### src/cassette_block_framer_assert.svh
// Assertion macros for the framer module.
`ifndef CASSETTE_BLOCK_FRAMER_ASSERT_SVH
`define CASSETTE_BLOCK_FRAMER_ASSERT_SVH

`ifndef NO_ASSERTIONS

// Check a property on every clock edge outside reset.
`define CBF_ASSERT(lbl, prop, msg) \
  lbl: assert property (@(posedge clk) disable iff (rst) prop) else $error(msg);

// Check a property on every clock edge, reset included.
`define CBF_ASSERT_RST(lbl, prop, msg) \
  lbl: assert property (@(posedge clk) prop) else $error(msg);

`else

`define CBF_ASSERT(lbl, prop, msg)
`define CBF_ASSERT_RST(lbl, prop, msg)

`endif

`endif

### src/cbf_pkg.sv
package cbf_pkg;

  // Default sizes
  localparam int BLOCK_MAX_DEF  = 255;
  localparam int LEADER_LEN_DEF = 128;

  // Field widths
  localparam int BYTE_W = 8;
  localparam int CMD_W  = 2;
  localparam int NAME_W = 64;
  localparam int ADDR_W = 16;
  localparam int CFG_W  = 64;
  localparam int IDX_W  = 2;

  // Command codes
  localparam logic [CMD_W-1:0] CMD_PUSH  = 2'd0;
  localparam logic [CMD_W-1:0] CMD_CLOSE = 2'd1;
  localparam logic [CMD_W-1:0] CMD_TICK  = 2'd2;

  // Register indexes
  localparam logic [IDX_W-1:0] REG_NAME = 2'd0;
  localparam logic [IDX_W-1:0] REG_EXEC = 2'd1;
  localparam logic [IDX_W-1:0] REG_LOAD = 2'd2;

  // Frame bytes
  localparam logic [BYTE_W-1:0] SYNC_BYTE  = 8'h55;
  localparam logic [BYTE_W-1:0] START_BYTE = 8'h3c;
  localparam logic [BYTE_W-1:0] TYPE_NAME  = 8'h00;
  localparam logic [BYTE_W-1:0] TYPE_DATA  = 8'h01;
  localparam logic [BYTE_W-1:0] TYPE_END   = 8'hff;
  localparam logic [BYTE_W-1:0] FILE_TYPE  = 8'h02;
  localparam logic [BYTE_W-1:0] HEAD_LEN   = 8'd15;

  localparam logic [NAME_W-1:0] NAME_RESET = 64'h2020_2020_2020_2020;

  // Name block payload byte at position idx
  function automatic logic [BYTE_W-1:0] header_byte(
    input logic [BYTE_W-1:0] idx,
    input logic [NAME_W-1:0] name,
    input logic [ADDR_W-1:0] exec_a,
    input logic [ADDR_W-1:0] load_a
  );
    logic [ADDR_W-1:0] ex;
    logic [BYTE_W-1:0] b;
    ex = (exec_a != '0) ? exec_a : load_a;
    b  = '0;
    if (idx < 8'd8) begin
      b = name[(7 - idx[2:0]) * BYTE_W +: BYTE_W];
    end else begin
      unique case (idx)
        8'd8:    b = FILE_TYPE;
        8'd11:   b = ex[15:8];
        8'd12:   b = ex[7:0];
        8'd13:   b = load_a[15:8];
        8'd14:   b = load_a[7:0];
        default: b = '0;
      endcase
    end
    return b;
  endfunction

endpackage

### src/cbf_ram.sv
module cbf_ram #(
  parameter int WIDTH  = 8,
  parameter int DEPTH  = 255,
  parameter int ADDR_W = 8
) (
  input  logic              clk,
  input  logic              we,
  input  logic [ADDR_W-1:0] waddr,
  input  logic [WIDTH-1:0]  wdata,
  input  logic [ADDR_W-1:0] raddr,
  output logic [WIDTH-1:0]  rdata
);

  logic [WIDTH-1:0] mem [DEPTH];

  // Write port and registered read port
  always_ff @(posedge clk) begin
    if (we) begin
      mem[waddr] <= wdata;
    end
    rdata <= mem[raddr];
  end

endmodule

### src/cassette_block_framer.sv
// Cassette image framer.
// Input channel (in_valid/in_ready) takes one command per transaction: push a
// program byte, close the data stream, or tick to pull up to one image byte.
// Result channel (res_valid/res_ready) returns exactly one result per input
// transaction: out_valid/out_byte for the image byte, image_end on the last
// byte of the end block, push_accepted for a push or close that was taken.
// The image is a 0x55 leader, the name block, a second leader, data blocks
// of up to BLOCK_MAX bytes and an end block.
// A result is valid the cycle after its input is accepted. Throughput is
// one transaction per cycle while results are taken; the block buffer is
// read one index ahead through its registered port, so data bytes stream.
// The result register frees in_ready whenever it is empty or taken in the
// same cycle; while the receiver stalls, in_ready stays low and the result
// holds. Reset (rst, synchronous) clears phase, counters, sums and flags,
// sets the name register to eight spaces and both addresses to zero.
// Configuration writes (cfg_we, cfg_index, cfg_data) apply at once.
module cassette_block_framer
  import cbf_pkg::*;
#(
  parameter int BLOCK_MAX  = cbf_pkg::BLOCK_MAX_DEF,
  parameter int LEADER_LEN = cbf_pkg::LEADER_LEN_DEF
) (
  input  logic                        clk,
  input  logic                        rst,
  input  logic                        in_valid,
  output logic                        in_ready,
  input  logic [cbf_pkg::CMD_W-1:0]   cmd,
  input  logic [cbf_pkg::BYTE_W-1:0]  data_byte,
  output logic                        res_valid,
  input  logic                        res_ready,
  output logic                        out_valid,
  output logic [cbf_pkg::BYTE_W-1:0]  out_byte,
  output logic                        image_end,
  output logic                        push_accepted,
  input  logic                        cfg_we,
  input  logic [cbf_pkg::IDX_W-1:0]   cfg_index,
  input  logic [cbf_pkg::CFG_W-1:0]   cfg_data
);

  `include "cassette_block_framer_assert.svh"

  localparam int AW = $clog2(BLOCK_MAX + 1);

  typedef enum logic [2:0] {
    PH_LEAD1, PH_HEAD, PH_LEAD2, PH_DATA, PH_END, PH_DONE
  } phase_t;

  typedef enum logic [2:0] {
    FS_IDLE, FS_SYNC, FS_TYPE, FS_LEN, FS_DATA, FS_SUM, FS_TAIL
  } step_t;

  // Configuration registers
  logic [NAME_W-1:0] name_chars;
  logic [ADDR_W-1:0] exec_address;
  logic [ADDR_W-1:0] load_address;

  // Framing state
  phase_t            phase, phase_next;
  step_t             frame_step, frame_step_next;
  logic [BYTE_W-1:0] leader_count, leader_count_next;
  logic [BYTE_W-1:0] byte_index, byte_index_next;
  logic [AW-1:0]     fill_count, fill_count_next;
  logic              closed_flag, closed_flag_next;
  logic [BYTE_W-1:0] running_sum, running_sum_next;

  // Result register inputs
  logic              valid_next, iend_next, acc_next;
  logic [BYTE_W-1:0] byte_next;

  logic              accept;
  logic              ram_we;
  logic [BYTE_W-1:0] rd_data;

  // Frame engine signals
  logic [BYTE_W-1:0] f_type, f_len, f_payload, f_byte, f_sum, f_idx, idx_inc;
  step_t             f_step;
  logic              f_last;
  logic [BYTE_W-1:0] lc_inc;
  logic              emitting;

  assign in_ready = !res_valid || res_ready;
  assign accept   = in_valid && in_ready;
  assign emitting = (phase == PH_DATA) && (frame_step != FS_IDLE);
  assign lc_inc   = leader_count + 8'd1;
  assign idx_inc  = byte_index + 8'd1;

  // Select block type, length and payload source for the current phase
  always_comb begin
    f_type = TYPE_END;
    f_len  = '0;
    unique case (phase)
      PH_HEAD: begin
        f_type = TYPE_NAME;
        f_len  = HEAD_LEN;
      end
      PH_DATA: begin
        f_type = TYPE_DATA;
        f_len  = BYTE_W'(fill_count);
      end
      default: begin
        f_type = TYPE_END;
        f_len  = '0;
      end
    endcase
    f_payload = (phase == PH_HEAD)
              ? header_byte(byte_index, name_chars, exec_address, load_address)
              : rd_data;
  end

  // Next byte of a framed block
  always_comb begin
    f_byte = SYNC_BYTE;
    f_step = frame_step;
    f_sum  = running_sum;
    f_idx  = byte_index;
    f_last = 1'b0;
    unique case (frame_step)
      FS_SYNC: begin
        f_byte = START_BYTE;
        f_step = FS_TYPE;
      end
      FS_TYPE: begin
        f_byte = f_type;
        f_sum  = f_type;
        f_step = FS_LEN;
      end
      FS_LEN: begin
        f_byte = f_len;
        f_sum  = running_sum + f_len;
        f_idx  = '0;
        f_step = (f_len != '0) ? FS_DATA : FS_SUM;
      end
      FS_DATA: begin
        f_byte = f_payload;
        f_sum  = running_sum + f_payload;
        f_idx  = idx_inc;
        if (idx_inc >= f_len) begin
          f_step = FS_SUM;
        end
      end
      FS_SUM: begin
        f_byte = running_sum;
        f_step = FS_TAIL;
      end
      FS_TAIL: begin
        f_byte = SYNC_BYTE;
        f_idx  = '0;
        f_last = 1'b1;
        f_step = FS_IDLE;
      end
      default: begin
        f_byte = SYNC_BYTE;
        f_step = FS_SYNC;
      end
    endcase
  end

  // Apply one accepted transaction to the state
  always_comb begin
    phase_next        = phase;
    frame_step_next   = frame_step;
    leader_count_next = leader_count;
    byte_index_next   = byte_index;
    fill_count_next   = fill_count;
    closed_flag_next  = closed_flag;
    running_sum_next  = running_sum;
    ram_we            = 1'b0;
    valid_next        = 1'b0;
    byte_next         = '0;
    iend_next         = 1'b0;
    acc_next          = 1'b0;
    if (accept) begin
      unique case (cmd)
        CMD_PUSH: begin
          if (!closed_flag && !emitting && (phase != PH_END) && (phase != PH_DONE)
              && (fill_count < AW'(BLOCK_MAX))) begin
            ram_we          = 1'b1;
            fill_count_next = fill_count + 1'b1;
            acc_next        = 1'b1;
          end
        end
        CMD_CLOSE: begin
          closed_flag_next = 1'b1;
          acc_next         = 1'b1;
        end
        CMD_TICK: begin
          unique case (phase)
            PH_LEAD1, PH_LEAD2: begin
              valid_next = 1'b1;
              byte_next  = SYNC_BYTE;
              if (lc_inc >= BYTE_W'(LEADER_LEN)) begin
                leader_count_next = '0;
                phase_next        = (phase == PH_LEAD1) ? PH_HEAD : PH_DATA;
              end else begin
                leader_count_next = lc_inc;
              end
            end
            PH_HEAD: begin
              valid_next       = 1'b1;
              byte_next        = f_byte;
              frame_step_next  = f_step;
              running_sum_next = f_sum;
              byte_index_next  = f_idx;
              if (f_last) begin
                phase_next = PH_LEAD2;
              end
            end
            PH_DATA: begin
              if (emitting || (fill_count >= AW'(BLOCK_MAX))
                  || (closed_flag && (fill_count != '0))) begin
                valid_next       = 1'b1;
                byte_next        = f_byte;
                frame_step_next  = f_step;
                running_sum_next = f_sum;
                byte_index_next  = f_idx;
                if (f_last) begin
                  fill_count_next = '0;
                end
              end else if (closed_flag) begin
                // Idle frame step: open the end block
                phase_next       = PH_END;
                valid_next       = 1'b1;
                byte_next        = f_byte;
                frame_step_next  = f_step;
                running_sum_next = f_sum;
                byte_index_next  = f_idx;
              end
            end
            PH_END: begin
              valid_next       = 1'b1;
              byte_next        = f_byte;
              frame_step_next  = f_step;
              running_sum_next = f_sum;
              byte_index_next  = f_idx;
              if (f_last) begin
                iend_next  = 1'b1;
                phase_next = PH_DONE;
              end
            end
            default: begin
              valid_next = 1'b0;
            end
          endcase
        end
        default: begin
          acc_next = 1'b0;
        end
      endcase
    end
  end

  // Block buffer; read one index ahead so data is ready at the data step
  cbf_ram #(
    .WIDTH  (BYTE_W),
    .DEPTH  (BLOCK_MAX),
    .ADDR_W (AW)
  ) u_buf (
    .clk   (clk),
    .we    (ram_we),
    .waddr (fill_count),
    .wdata (data_byte),
    .raddr (byte_index_next[AW-1:0]),
    .rdata (rd_data)
  );

  // Hold configuration and framing state
  always_ff @(posedge clk) begin
    if (rst) begin
      name_chars   <= NAME_RESET;
      exec_address <= '0;
      load_address <= '0;
      phase        <= PH_LEAD1;
      frame_step   <= FS_IDLE;
      leader_count <= '0;
      byte_index   <= '0;
      fill_count   <= '0;
      closed_flag  <= 1'b0;
      running_sum  <= '0;
    end else begin
      if (cfg_we) begin
        unique case (cfg_index)
          REG_NAME: name_chars   <= cfg_data;
          REG_EXEC: exec_address <= cfg_data[ADDR_W-1:0];
          REG_LOAD: load_address <= cfg_data[ADDR_W-1:0];
          default:  name_chars   <= name_chars;
        endcase
      end
      phase        <= phase_next;
      frame_step   <= frame_step_next;
      leader_count <= leader_count_next;
      byte_index   <= byte_index_next;
      fill_count   <= fill_count_next;
      closed_flag  <= closed_flag_next;
      running_sum  <= running_sum_next;
    end
  end

  // Result register: load on accept, drop when taken
  always_ff @(posedge clk) begin
    if (rst) begin
      res_valid <= 1'b0;
    end else if (accept) begin
      res_valid <= 1'b1;
    end else if (res_ready) begin
      res_valid <= 1'b0;
    end
  end

  always_ff @(posedge clk) begin
    if (accept) begin
      out_valid     <= valid_next;
      out_byte      <= byte_next;
      image_end     <= iend_next;
      push_accepted <= acc_next;
    end
  end

  `CBF_ASSERT(a_fill_bound, (fill_count <= AW'(BLOCK_MAX)), "fill count beyond buffer size")
  `CBF_ASSERT(a_no_write_emit, (ram_we |-> !emitting), "buffer written during data block")
  `CBF_ASSERT(a_end_byte, (res_valid && image_end |-> out_valid && (out_byte == SYNC_BYTE)), "image end not on trailing sync byte")
  `CBF_ASSERT(a_done_silent, (accept && (cmd == CMD_TICK) && (phase == PH_DONE) |=> res_valid && !out_valid), "byte emitted after image end")
  `CBF_ASSERT_RST(a_reset_state, (rst |=> (phase == PH_LEAD1) && (fill_count == '0) && !res_valid), "state not cleared by reset")

endmodule
### config.mk
export PLATFORM = sky130hd
export DESIGN_NAME = cassette_block_framer
export DESIGN_NICKNAME = d
export VERILOG_FILES = /design/src/cbf_pkg.sv /design/src/cbf_ram.sv /design/src/cassette_block_framer.sv
export VERILOG_INCLUDE_DIRS = /design/src /design/src/src
export SDC_FILE = /design/constraint.sdc
export NUM_CORES = 2
export LEC_CHECK = 0
export ABC_AREA = 1
export CAP_MARGIN = 30
export CORE_MARGIN = 2
export CORE_UTILIZATION = 50
export DETAILED_ROUTE_END_ITERATION = 16
export DONT_BUFFER_PORTS = 1
export SYNTH_ARGS = -nofsm -noshare
export SYNTH_HDL_FRONTEND = slang
export SYNTH_HIERARCHICAL = 1
export SYNTH_SLANG_ARGS = --single-unit
### constraint.sdc
create_clock -name clk -period 9.4 [get_ports clk]
set_clock_uncertainty 0.1 [all_clocks]
set_input_delay 1.88 -clock clk [delete_from_list [all_inputs] [get_ports clk]]
set_output_delay 1.88 -clock clk [all_outputs]
set_load 0.1 [all_outputs]
==> impl_results.md <==
* Mapped Cells at 8091
* CP Data Required Time at 10090 ps
* Total leakage power at 34.3 nW
* Post-DP HPWL at 136000 um
* CTS hold repair buffers at 0
* Pre-CTS WS at 1380 ps
* Final GP Congestion at 0.866
* Crit-path slowest cell: nand2_1
* CP arrival at 7800 ps
* Storage cell area at 0.0645 sq mm
* Hold WS at 347 ps
* Setup TNS at 0 ps
* Yosys warnings at 6
* Setup Buffers After CTS at 0
* Via count at 61900
* Synth unique cells at 55
* Hold Vio Cnt, Final at 0
* EDFF count, synth at 2051
* Core ar. at 0.181 sq mm
* Post-cts sizing count at 0
* Cell Pwr Density at 195 mW/mm^2
* All-layer global routing usage at 27.1%
* Htree depth at 4
* Met2 Use GR at 41.6%
* Origin of the worst setup path: res_ready
* Min-Delay Path Class: flip-flop to flip-flop
* Fill count at 15100
* Nets at 7988
* Busiest layer in global routing: met2
* # setup viols final at 0
* Gr ovfl total at 0
* CP Max Fanout at 180
* Drt wl/cell at 24.3 um
* Crit share post-route at 75.6%
* Max cap viols at 0
* Tightest Pin Transition at 1350 ps
* Seq/Total Area, Yosys at 71.1%
* Path depth of the worst reg2reg path at 23
* GR Util met3 at 4.27%
* Run status: completed
* Die Wd at 430 um
* Fin cells at 10400
* Critical path type: input pin to flip-flop
* Top-Level Pins at 94
* Setup crit end: u_buf/rdata[0]
* Critical R2R Capture: u_buf/rdata[0]
* Starting DRT DRC Count at 7352
* Most common cell in the synthesized netlist: nand2_1
* Pwr Total at 19.3 mW
* Clk pin slew, worst setup/hold paths at 60 ps
* First-pass GRT wire length at 378000 um
* RSZ-0062 raised after global routing: false
* Placed Cells incl. Taps at 10000
* CTS tree: built
* Pin count of the biggest net entering global routing at 256
* Peak Freq at 141 MHz
* Initial antenna violation count at 5
* CP Launch Type: input pin
* Layout cells sized above 1 at 5.58%
* Cell row count at 156
* Fin crit period at 7110 ps
* Worst path cell trace: inv_1, nand2_1, nand2_1, inv_1, nand2_1, a21oi_4, nand2_4, nor2_1, inv_2, nand2_1, nand2_4, inv_16, buf_12, buf_12, nand2_1, nand3_1, nand3_1, nand3_1, nand3_1, nand3_1, nand3_1, nand2_1, nand2_1, nand2_1
* Worst skew pair latency at 860 ps
* Maximum vdd drop at 0.000202 V
* Drt total wl at 253000 um
* Clock Path Buffers at 3
* Stages on worst setup path at 24
* Max-slew violations at 0
* P&R area growth vs syn at 9.57%
* Post-DRT Antenna Nets at 0
* CTS Buf Count at 220
* Final setup margin at 2290 ps
* Reg2Reg Launch Point: res_valid
* Number of global-route vias before repair at 58000
* Clock sink count at 2195
* Number of port buffers at 0
* Buf/Inv on CP at 6
* Max stage delay on crit path at 690 ps
* Yosys top cell area share at 67.9%
* DIE AREA at 0.185 sq mm
* Number of remaining DRC errors at 0
* Post-synth top cells: nand2_1 (2318), edfxtp_1 (2051), nand3_1 (2049)
* Syn_area_per_cell at 11.2 sq um
* Met1 GRT Util at 39.7%
* CP endpoint kind: flip-flop
* Slew HR at 10.1%
* Via/cell ratio at 5.92
* Synth area leaders: edfxtp_1 (68%), nand3_1 (11%), nand2_1 (9.6%), dfxtp_1 (3.2%), nor2_1 (2.1%)
* R2r setup slk at 2500 ps
* Cell family with most CP delay: simple AND/OR/NAND/NOR gates
* Async set-reset flop share out of synthesis at 0%
* Syn_nets at 8195
* Area of the multi-input gates at 0.0232 sq mm
* DIE HEIGHT at 430 um
* #FFs+latches synth at 2195
* Synth Cell Area at 0.0907 sq mm
* Cell mode on critical path: nand2_1
* Starting Density at 50.2%
* Root Buffer Master: clkbuf_16
* Biggest area consumer among synthesized cells: edfxtp_1
* Top FF cell, synth: edfxtp_1
* Pre-antenna DRT Iters at 6
placed cells by master (no fill, tap or decap), types with 8 or more instances in the layout:
cell / instances
nand2_1: 2307
edfxtp_1: 2051
nand3_1: 2048
nor2_1: 502
clkbuf_16: 224
dfxtp_1: 144
inv_1: 127
o21ai_0: 124
a21oi_1: 90
buf_4: 62
clkbuf_1: 58
clkinv_1: 50
clkinv_2: 32
buf_12: 31
ha_1: 22
bufinv_16: 13
inv_2: 12
nand4_1: 12
xor2_1: 12
clkbuf_8: 12
nand2_2: 10
nor3_1: 9
a22oi_1: 8
power breakdown:
part | switching [mW] | internal [mW] | total, mW | leakage, nW
sequential | 0.0360 | 10.7 | 10.7 | 19.6
combinational | 0.0800 | 0.0356 | 0.116 | 11.3
clock | 3.68 | 4.82 | 8.50 | 3.39
per-layer routing:
layer / vias to the layer above / share of wire (%) / wire (um)
met5: - / 0.018 / 46
met2: 2778 / 46 / 116000
met1: 30600 / 43 / 108000
met4: 8 / 3.0 / 7500
li1: 28000 / - / -
met3: 429 / 8.6 / 21700
layout make-up:
cell class,instances,share of cell area (%)
clock buffers,294,6.03
flip-flops and latches,2195,64.9
clock inverters,111,0.973
inverters,146,0.587
repair buffers,98,1.22
multi-input cells,5223,23.3
well taps,2370,2.98
diodes,5,0.0126
how the worst min path moves through the flow:
stage,from,to,slack (ps),cells after the start
2_1_floorplan,load_address[15],load_address[15],320,2
3_3_place_gp,load_address[5],load_address[5],330,2
3_5_place_dp,load_address[7],load_address[7],340,2
4_1_cts,load_address[5],load_address[5],350,2
5_1_grt,load_address[13],load_address[13],380,2
6_report,load_address[6],load_address[6],350,2
flip-flops by register name, indices dropped and copies added (netlist names):
name,cells
out_valid,1
frame_step,3
load_address,16
res_valid,1
closed_flag,1
exec_address,16
leader_count,8
fill_count,8
running_sum,8
u_buf/mem,2040
name_chars,64
out_byte,8
push_accepted,1
byte_index,8
u_buf/rdata,8
phase,3
image_end,1
worst min-delay path: stages (launching register included):
cell	delay, ps
dfxtp_1	310
inv_1	40
a21oi_1	50
per-stage QoR:
stage / cell area [sq um] / utilization [%]
after floorplan: 90700 / -
after global placement: 92200 / 51.1
after detailed placement: 92400 / 51.2
after CTS: 99300 / 55.0
after global routing: 99400 / 55.0
final: 99400 / 55.0
cell families (layout without fill, tap and decap cells):
logic type               count (synthesis)  in the layout  synth area share [%]
AO/OA/AOI/OAI                          271            271                  1.69
AND/OR/NAND/NOR                       4914           4914                  23.3
flip-flops                            2195           2195                  71.1
buffers and inverters                  673            649                  3.42
other                                    0              5                     0
XOR/XNOR                                15             15                 0.145
adder cells (fa/ha/maj)                 23             23                 0.326
(Power assumes the default switching activity.)
